## src/sv/cfb_pkg.sv

```systemverilog
// Package: shared types, constants and checksum helper for the command frame builder.
`timescale 1ns / 1ps

package cfb_pkg;

  // Operation codes of an input item
  localparam logic OP_HEADER  = 1'b0;
  localparam logic OP_PAYLOAD = 1'b1;

  // Register indexes on the configuration port
  localparam logic REG_START_CODE = 1'b0;
  localparam logic REG_END_CODE   = 1'b1;

  // Byte positions of the back-end sequencer
  localparam int STEP_W = 4;
  localparam logic [STEP_W-1:0] STEP_START  = 4'd0;
  localparam logic [STEP_W-1:0] STEP_LEN3   = 4'd1;
  localparam logic [STEP_W-1:0] STEP_LEN2   = 4'd2;
  localparam logic [STEP_W-1:0] STEP_LEN1   = 4'd3;
  localparam logic [STEP_W-1:0] STEP_LEN0   = 4'd4;
  localparam logic [STEP_W-1:0] STEP_CMD_HI = 4'd5;
  localparam logic [STEP_W-1:0] STEP_CMD_LO = 4'd6;
  localparam logic [STEP_W-1:0] STEP_BODY   = 4'd7;  // device byte or payload byte
  localparam logic [STEP_W-1:0] STEP_CK_HI  = 4'd8;
  localparam logic [STEP_W-1:0] STEP_CK_LO  = 4'd9;
  localparam logic [STEP_W-1:0] STEP_END    = 4'd10;

  // Queue between front and back
  localparam int QDEPTH = 2;
  localparam int QPTR_W = $clog2(QDEPTH);

  // One classified item handed to the back end
  typedef struct packed {
    logic        op;
    logic [15:0] cmd;
    logic [7:0]  dev;
    logic [23:0] len;
    logic [7:0]  data;
    logic        close;    // this item ends the frame
    logic [15:0] ck_sum;   // running sum before the final word
    logic [15:0] ck_word;  // final word still to be folded in
  } qent_t;

  // Ones'-complement 16-bit add with end-around carry
  function automatic logic [15:0] oc_add(input logic [15:0] a, input logic [15:0] b);
    logic [16:0] s;
    logic [16:0] f;
    s = {1'b0, a} + {1'b0, b};
    f = {1'b0, s[15:0]} + {16'd0, s[16]};
    return f[15:0];
  endfunction

endpackage

```

## src/sv/command_frame_builder_with_checksum.sv

```systemverilog
// Top level: command frame builder with a ones'-complement checksum.
//
// Items enter on the item channel (item_valid/item_ready). A header item
// (operation 0) yields the start code, a 4-byte big-endian length, the
// command word and device byte; if its length is zero it also yields the
// checksum (high byte first) and the end code. A payload item (operation 1)
// yields its byte, and the final payload byte of a frame adds checksum and
// end code. Payload outside a frame is consumed with no output.
// Bytes leave on the byte channel (byte_valid/byte_ready), last_byte set on
// the end code. The front end takes one item per cycle while its two-entry
// queue has room; the back end sends one byte per cycle while the receiver
// is ready, so a header item yields 8 or 11 bytes and a payload item 1 or 4.
// An item goes through queue and current-item register to the output.
// When the receiver stalls, the output register holds its byte and the
// queue fills; item_ready then drops. Reset clears frame state, queue and
// output; start_code and end_code (APB, addresses 0 and 4) reset to zero.
`timescale 1ns / 1ps

module command_frame_builder_with_checksum (
  input  logic        clk,
  input  logic        rst,
  // configuration port
  input  logic        psel,
  input  logic        penable,
  input  logic        pwrite,
  input  logic [2:0]  paddr,
  input  logic [31:0] pwdata,
  output logic [31:0] prdata,
  output logic        pready,
  // item channel
  input  logic        item_valid,
  output logic        item_ready,
  input  logic        operation,
  input  logic [15:0] command_code,
  input  logic [7:0]  device_number,
  input  logic [23:0] payload_length,
  input  logic [7:0]  data_byte,
  // byte channel
  output logic        byte_valid,
  input  logic        byte_ready,
  output logic [7:0]  frame_byte,
  output logic        last_byte
);
  import cfb_pkg::*;

  logic [7:0] start_code;
  logic [7:0] end_code;
  logic       cfg_wr;

  logic       q_push, q_pop, q_full, q_empty;
  qent_t      q_wdata, q_rdata;

  // Configuration registers
  assign pready = 1'b1;
  assign cfg_wr = psel && penable && pwrite;

  always_ff @(posedge clk) begin
    if (rst) begin
      start_code <= 8'd0;
      end_code   <= 8'd0;
    end else if (cfg_wr) begin
      if (paddr[2] == REG_START_CODE) begin
        start_code <= pwdata[7:0];
      end else begin
        end_code <= pwdata[7:0];
      end
    end
  end

  assign prdata = {24'd0, (paddr[2] == REG_END_CODE) ? end_code : start_code};

  cfb_front u_front (
    .clk            (clk),
    .rst            (rst),
    .item_valid     (item_valid),
    .item_ready     (item_ready),
    .operation      (operation),
    .command_code   (command_code),
    .device_number  (device_number),
    .payload_length (payload_length),
    .data_byte      (data_byte),
    .q_full         (q_full),
    .q_push         (q_push),
    .q_wdata        (q_wdata)
  );

  cfb_queue u_queue (
    .clk   (clk),
    .rst   (rst),
    .push  (q_push),
    .wdata (q_wdata),
    .full  (q_full),
    .pop   (q_pop),
    .rdata (q_rdata),
    .empty (q_empty)
  );

  cfb_back u_back (
    .clk        (clk),
    .rst        (rst),
    .start_code (start_code),
    .end_code   (end_code),
    .q_empty    (q_empty),
    .q_rdata    (q_rdata),
    .q_pop      (q_pop),
    .byte_valid (byte_valid),
    .byte_ready (byte_ready),
    .frame_byte (frame_byte),
    .last_byte  (last_byte)
  );

endmodule

```

## src/sv/cfb_front.sv

```systemverilog
// Front end: accepts items, tracks frame state and the running checksum.
`timescale 1ns / 1ps

module cfb_front (
  input  logic               clk,
  input  logic               rst,
  input  logic               item_valid,
  output logic               item_ready,
  input  logic               operation,
  input  logic [15:0]        command_code,
  input  logic [7:0]         device_number,
  input  logic [23:0]        payload_length,
  input  logic [7:0]         data_byte,
  input  logic               q_full,
  output logic               q_push,
  output cfb_pkg::qent_t     q_wdata
);
  import cfb_pkg::*;

  logic        in_frame, in_frame_next;
  logic [23:0] remaining, remaining_next;
  logic [15:0] sum, sum_next;
  logic        pending, pending_next;
  logic [7:0]  held, held_next;

  logic        accept;
  logic [15:0] hdr_sum;
  logic        close;

  assign item_ready = !q_full;
  assign accept     = item_valid && item_ready;

  // Header words: {len hi, 0}, {len lo, len mid}, {cmd lo, cmd hi}; device byte left pending
  assign hdr_sum = oc_add(oc_add({payload_length[23:16], 8'h00},
                                 {payload_length[7:0], payload_length[15:8]}),
                          {command_code[7:0], command_code[15:8]});

  // Classify and update frame state
  always_comb begin
    in_frame_next  = in_frame;
    remaining_next = remaining;
    sum_next       = sum;
    pending_next   = pending;
    held_next      = held;
    close          = 1'b0;
    q_push         = 1'b0;
    q_wdata.op      = operation;
    q_wdata.cmd     = command_code;
    q_wdata.dev     = device_number;
    q_wdata.len     = payload_length;
    q_wdata.data    = data_byte;
    q_wdata.ck_sum  = hdr_sum;
    q_wdata.ck_word = {8'h00, device_number};
    if (accept) begin
      if (operation == OP_HEADER) begin
        q_push = 1'b1;
        close  = (payload_length == 24'd0);
        if (close) begin
          in_frame_next  = 1'b0;
          remaining_next = 24'd0;
          sum_next       = 16'd0;
          pending_next   = 1'b0;
          held_next      = 8'd0;
        end else begin
          in_frame_next  = 1'b1;
          remaining_next = payload_length;
          sum_next       = hdr_sum;
          pending_next   = 1'b1;
          held_next      = device_number;
        end
      end else if (in_frame) begin
        q_push          = 1'b1;
        close           = (remaining == 24'd1);
        q_wdata.ck_sum  = sum;
        q_wdata.ck_word = pending ? {data_byte, held} : {8'h00, data_byte};
        remaining_next  = remaining - 24'd1;
        if (close) begin
          in_frame_next = 1'b0;
          sum_next      = 16'd0;
          pending_next  = 1'b0;
          held_next     = 8'd0;
        end else if (pending) begin
          sum_next     = oc_add(sum, {data_byte, held});
          pending_next = 1'b0;
        end else begin
          held_next    = data_byte;
          pending_next = 1'b1;
        end
      end
    end
    q_wdata.close = close;
  end

  always_ff @(posedge clk) begin
    if (rst) begin
      in_frame  <= 1'b0;
      remaining <= 24'd0;
      sum       <= 16'd0;
      pending   <= 1'b0;
      held      <= 8'd0;
    end else begin
      in_frame  <= in_frame_next;
      remaining <= remaining_next;
      sum       <= sum_next;
      pending   <= pending_next;
      held      <= held_next;
    end
  end

endmodule

```

## src/sv/cfb_queue.sv

```systemverilog
// Small register FIFO between front end and back end.
`timescale 1ns / 1ps

module cfb_queue (
  input  logic           clk,
  input  logic           rst,
  input  logic           push,
  input  cfb_pkg::qent_t wdata,
  output logic           full,
  input  logic           pop,
  output cfb_pkg::qent_t rdata,
  output logic           empty
);
  import cfb_pkg::*;

  qent_t             mem [QDEPTH];
  logic [QPTR_W-1:0] wptr;
  logic [QPTR_W-1:0] rptr;
  logic [QPTR_W:0]   count;

  assign full  = (count == (QPTR_W+1)'(QDEPTH));
  assign empty = (count == '0);
  assign rdata = mem[rptr];

  // Storage
  always_ff @(posedge clk) begin
    if (push) begin
      mem[wptr] <= wdata;
    end
  end

  // Pointers and fill count
  always_ff @(posedge clk) begin
    if (rst) begin
      wptr  <= '0;
      rptr  <= '0;
      count <= '0;
    end else begin
      if (push) begin
        wptr <= (wptr == QPTR_W'(QDEPTH-1)) ? '0 : wptr + 1'b1;
      end
      if (pop) begin
        rptr <= (rptr == QPTR_W'(QDEPTH-1)) ? '0 : rptr + 1'b1;
      end
      if (push && !pop) begin
        count <= count + 1'b1;
      end else if (pop && !push) begin
        count <= count - 1'b1;
      end
    end
  end

endmodule

```

## src/sv/cfb_back.sv

```systemverilog
// Back end: sequences frame bytes of each queued item into the output register.
`timescale 1ns / 1ps

module cfb_back (
  input  logic           clk,
  input  logic           rst,
  input  logic [7:0]     start_code,
  input  logic [7:0]     end_code,
  input  logic           q_empty,
  input  cfb_pkg::qent_t q_rdata,
  output logic           q_pop,
  output logic           byte_valid,
  input  logic           byte_ready,
  output logic [7:0]     frame_byte,
  output logic           last_byte
);
  import cfb_pkg::*;

  qent_t             cur;
  logic              cur_valid;
  logic [STEP_W-1:0] step;
  logic [15:0]       ck;

  logic              adv;
  logic              last_step;
  logic [7:0]        byte_sel;

  assign adv       = cur_valid && (!byte_valid || byte_ready);
  assign last_step = cur.close ? (step == STEP_END) : (step == STEP_BODY);
  assign q_pop     = !q_empty && (!cur_valid || (adv && last_step));

  // Byte for the current position
  always_comb begin
    case (step)
      STEP_START:  byte_sel = start_code;
      STEP_LEN3:   byte_sel = 8'h00;
      STEP_LEN2:   byte_sel = cur.len[23:16];
      STEP_LEN1:   byte_sel = cur.len[15:8];
      STEP_LEN0:   byte_sel = cur.len[7:0];
      STEP_CMD_HI: byte_sel = cur.cmd[15:8];
      STEP_CMD_LO: byte_sel = cur.cmd[7:0];
      STEP_BODY:   byte_sel = (cur.op == OP_PAYLOAD) ? cur.data : cur.dev;
      STEP_CK_HI:  byte_sel = ck[15:8];
      STEP_CK_LO:  byte_sel = ck[7:0];
      STEP_END:    byte_sel = end_code;
      default:     byte_sel = 8'h00;
    endcase
  end

  // Current item and position; checksum finished as the item is loaded
  always_ff @(posedge clk) begin
    if (rst) begin
      cur_valid <= 1'b0;
      step      <= STEP_START;
    end else if (q_pop) begin
      cur_valid <= 1'b1;
      step      <= (q_rdata.op == OP_PAYLOAD) ? STEP_BODY : STEP_START;
    end else if (adv) begin
      if (last_step) begin
        cur_valid <= 1'b0;
      end else begin
        step <= step + 1'b1;
      end
    end
  end

  always_ff @(posedge clk) begin
    if (q_pop) begin
      cur <= q_rdata;
      ck  <= ~oc_add(q_rdata.ck_sum, q_rdata.ck_word);
    end
  end

  // Output register
  always_ff @(posedge clk) begin
    if (rst) begin
      byte_valid <= 1'b0;
    end else if (adv) begin
      byte_valid <= 1'b1;
    end else if (byte_ready) begin
      byte_valid <= 1'b0;
    end
  end

  always_ff @(posedge clk) begin
    if (adv) begin
      frame_byte <= byte_sel;
      last_byte  <= (step == STEP_END);
    end
  end

endmodule

```

## config.mk

```make
export PLATFORM = sky130hd
export DESIGN_NAME = command_frame_builder_with_checksum
export DESIGN_NICKNAME = d
export VERILOG_FILES = /design/src/sv/cfb_pkg.sv /design/src/sv/command_frame_builder_with_checksum.sv /design/src/sv/cfb_front.sv /design/src/sv/cfb_queue.sv /design/src/sv/cfb_back.sv
export SDC_FILE = /design/constraint.sdc
export NUM_CORES = 1
export LEC_CHECK = 0
export BUFFER_PORTS_ARGS = -buffer_cell sky130_fd_sc_hd__buf_4
export CELL_PAD_IN_SITES_DETAIL_PLACEMENT = 1
export CELL_PAD_IN_SITES_GLOBAL_PLACEMENT = 2
export CORE_MARGIN = 10
export CORE_UTILIZATION = 44
export DETAILED_ROUTE_END_ITERATION = 16
export PLACE_DENSITY_LB_ADDON = 0.08
export REMOVE_ABC_BUFFERS = 1
export SKIP_LAST_GASP = 1
export SYNTH_ARGS = -nofsm -noshare
export SYNTH_HDL_FRONTEND = slang
export SYNTH_HIERARCHICAL = 1
export SYNTH_SLANG_ARGS = --single-unit
```

## constraint.sdc

```tcl
create_clock -name clk -period 17.4 [get_ports clk]
set_input_delay 1.74 -clock clk [delete_from_list [all_inputs] [get_ports clk]]
set_output_delay 1.74 -clock clk [all_outputs]
set_load 0.02 [all_outputs]
```

==> summary.log <==
INFO  floorplan      dieHeight=225um
INFO  setup_path     timing.critical_path.depth=32
INFO  setup_path     worst_ep_required_time=17730ps
INFO  global_route   grt_pass1_vias=12960
INFO  detailed_routing post-route-drc-count=0
INFO  cts            ctsResizeCount=0
INFO  floorplan      core_region_area=41900um2
INFO  detailed_routing detail-route-antenna-nets=0
INFO  floorplan      rows=75
INFO  setup_path     critical_path.reg2reg.endpoint=u_back/ck[12]$_DFFE_PP_
INFO  setup_path     worst-path-buf-inv=1
INFO  global_route   grt_pass1_wl=78800um
INFO  floorplan      die_w=225um
INFO  timing         fin_worst_skew=20.0ps
INFO  yosys          async_flop_share=0
INFO  cts            cts_htree_levels=2
INFO  cts            cts-root-buf=sky130_fd_sc_hd__clkbuf_16
INFO  cts            clock_transition_at_the_registers_of_the_reported_paths=60ps
INFO  final_layout   design_area=20500um2
INFO  flow_run       maxCapViolCount=0
INFO  placement      place_area=19200um2
INFO  floorplan      io_pins=143
INFO  setup_path     worst-r2r-cell-count=17
INFO  setup_path     path_delay_family=simple AND/OR/NAND/NOR gates
INFO  timing         max-slew-margin-rel=0.314
INFO  final_layout   syn_to_final_growth=10.1%
INFO  yosys          synth-seq-cells=340
INFO  final_layout   fin_util=0.489
INFO  final_layout   finish.cell_count_without_fillers=2207
INFO  yosys          netlist-cell-type-count=101
INFO  placement      place.detailed.hpwl=37000um
INFO  setup_path     setup_slack_reg_to_reg=12340ps
INFO  timing         min_period=7670ps
INFO  cts            post_cts_hold_buffer_count=0
INFO  power_and_ir_drop cell_pwr_density=146nW/um2
INFO  final_layout   commonest_cells_after_routing_fill_and_taps_aside=sky130_fd_sc_hd__edfxtp_1, sky130_fd_sc_hd__nor2_1, sky130_fd_sc_hd__buf_4
INFO  cts            clock_tree_from_tritoncts=built
INFO  placement      dpl_worst_slack=9260ps
INFO  final_layout   layout-drive-gt1-share=0.181
INFO  power_and_ir_drop leakage=7.54nW
INFO  yosys          post_synth_instance_area=18600um2
INFO  yosys          synth-edff-count=263
INFO  detailed_routing routed_wirelength=51800um
INFO  timing         max_freq=130MHz
INFO  power_and_ir_drop worst_ir_drop_vdd=0.0617mV
INFO  timing         timing_hold_violations_final=0
INFO  cts            post_cts.repair.setup_buffers=0
INFO  setup_path     start_kind=input pin
INFO  global_route   antenna_found_initial=1
INFO  placement      port-buffer-count=91
INFO  yosys          synth_flop_cell=sky130_fd_sc_hd__edfxtp_1
INFO  final_layout   finalNetCount=1811
INFO  yosys          postSynthCellCount=1615
INFO  cts            number_of_sinks_driven_by_the_clock_tree=340
INFO  outcome        outcome=completed
INFO  setup_path     worstSetupPathType=input pin to register
INFO  global_route   grt_start_max_net_pins=86
INFO  timing         rsz0062_at_grt=false
INFO  yosys          synthesis.yosys.warnings=6
INFO  yosys          synth_top_cells_by_area=sky130_fd_sc_hd__edfxtp_1, sky130_fd_sc_hd__dfxtp_1, sky130_fd_sc_hd__mux2_2, sky130_fd_sc_hd__ha_1, sky130_fd_sc_hd__buf_4
INFO  hold_path      hold_end=end_code[3]$_SDFFE_PP0P_
INFO  hold_path      holdPathStages=2
INFO  placement      placedCellCount=2136
INFO  yosys          seq_total_area_yosys=0.508
INFO  setup_path     critical_path.slowest_cell=sky130_fd_sc_hd__nor3_1
INFO  setup_path     worstPathMaxFanout=5
INFO  hold_path      worst_hold_class=register to register
INFO  timing         min_period_over_period=0.441
INFO  timing         slew_violations=0
INFO  global_route   grt_overflow_total=0
INFO  timing         setup_total_negative_slack=0ps
INFO  final_layout   layout_commonest_cell=sky130_fd_sc_hd__edfxtp_1
INFO  detailed_routing dr.pass1.iters=5
INFO  hold_path      hold_path_startpoint=end_code[3]$_SDFFE_PP0P_
INFO  cts            cts-buffers-inserted=38
INFO  detailed_routing wl_per_cell=23.5um
INFO  setup_path     cpPeakStageDelay=480ps
INFO  setup_path     crit_path_end_kind=register
INFO  placement      gp_routability_congestion=0.834
INFO  floorplan      effective_utilization_at_floorplan=0.444
INFO  timing         worst-slew-pin-transition=1030ps
INFO  cts            clk-insertion-delay-late=560ps
INFO  cts            cts_max_path_buffers=3
INFO  detailed_routing drt-initial-drc-count=829
INFO  timing         finalSetupViolCount=0
INFO  floorplan      design.die.area=50800um2
INFO  setup_path     cp_data_arrival_time=8000ps
INFO  yosys          postSynthAreaPerCell=11.5um2
INFO  global_route   grt_use_total=0.203
INFO  detailed_routing post_drt_via_cell_ratio=5.72
INFO  detailed_routing num_vias=12635
INFO  yosys          fraction_of_post_synthesis_cell_area_in_the_top_cell_type_by_area=0.425
INFO  timing         finalWorstSetupSlack=9730ps
INFO  yosys          post-synth-top-area-cell=sky130_fd_sc_hd__edfxtp_1
per-layer routing:
metal / routed length (um) / track usage
met3: 2330 / 0.0340
met4: 957 / 0.0484
met2: 24200 / 0.328
met1: 24300 / 0.278
met5: 0 / 0
power by group:
group / internal [mW] / switching, mW / total (mW)
Sequential: 1.09 / 0.0833 / 1.17
Combinational: 0.377 / 0.611 / 0.988
Clock: 0.488 / 0.334 / 0.822
Total: 1.96 / 1.03 / 2.98
cells by family (layout without fill, tap and decap cells):
family,after synthesis,after routing,synth area share
simple gates,451,451,0.124
flops,340,340,0.508
compound gates,329,329,0.127
buf+inv,179,208,0.0592
mux,135,135,0.0797
xor+xnor,104,104,0.0490
fa+ha+maj,75,75,0.0521
other cells,2,26,0.000404
final cells by class:
type / instances / area (um2)
Antenna cell: 1 / 2.50
Fill cell: 4429 / 21400
Sequential cell: 340 / 9440
Multi-Input combinational cell: 1119 / 8150
Inverter: 34 / 128
Clock inverter: 18 / 219
Clock buffer: 52 / 1050
Tap cell: 539 / 674
Timing Repair Buffer: 104 / 781
cells in the mapped netlist (all sizes together) (13+ instances only):
cell / instances
nand3: 33
a21oi: 70
ha: 71
nand2: 87
a221oi: 20
nor3: 43
a22oi: 19
clkbuf: 41
xnor2: 64
mux2: 103
and3: 19
nor2b: 13
mux2i: 32
nand4: 13
inv: 34
o21ai: 58
a21o: 18
a31oi: 13
buf: 102
xor2: 40
edfxtp: 263
nand2b: 42
a211oi: 34
nor2: 137
dfxtp: 77
stage by stage:
| step | total power [mW] | hold WS [ps] |
|---|---|---|
| after floorplan | 1.86 | 443 |
| after global placement | 2.15 | 475 |
| after detailed placement | 2.18 | 483 |
| after CTS | 3.01 | 495 |
| after global routing | 3.15 | 522 |
| final | 2.98 | 490 |
worst max-delay path by stage:
stage | from | endpoint | slack, ps
4_1_cts | payload_length[0] | u_queue/mem[1][31]$_DFFE_PP_ | 9790
5_1_grt | payload_length[0] | u_queue/mem[1][31]$_DFFE_PP_ | 9130
2_1_floorplan | item_valid | u_queue/mem[0][0]$_DFFE_PP_ | 9660
3_3_place_gp | payload_length[0] | u_queue/mem[0][31]$_DFFE_PP_ | 9390
6_report | payload_length[0] | u_queue/mem[1][31]$_DFFE_PP_ | 9730
3_5_place_dp | payload_length[0] | u_queue/mem[1][31]$_DFFE_PP_ | 9260
sequential cells by signal, summed over array words and instances, names as in the netlist, 2 cells and up, named ones only:
| name | cells |
|---|---|
| u_queue/mem | 180 |
| u_queue/count | 2 |
| end_code | 8 |
| u_back/frame_byte | 8 |
| start_code | 8 |
| u_back/ck | 16 |
| u_front/held | 8 |
| u_back/cur | 58 |
| u_back/step | 4 |
| u_front/remaining | 24 |
| u_front/sum | 16 |
worst reg2reg max path: cells and delay by family, from the launching register on:
kind	cells	cell delay [ps]
compound gates	6	830
xor+xnor	1	180
fa+ha+maj	2	660
buf+inv	1	730
flops	1	640
mux	1	500
simple gates	6	1270
(Power assumes the default switching activity.)
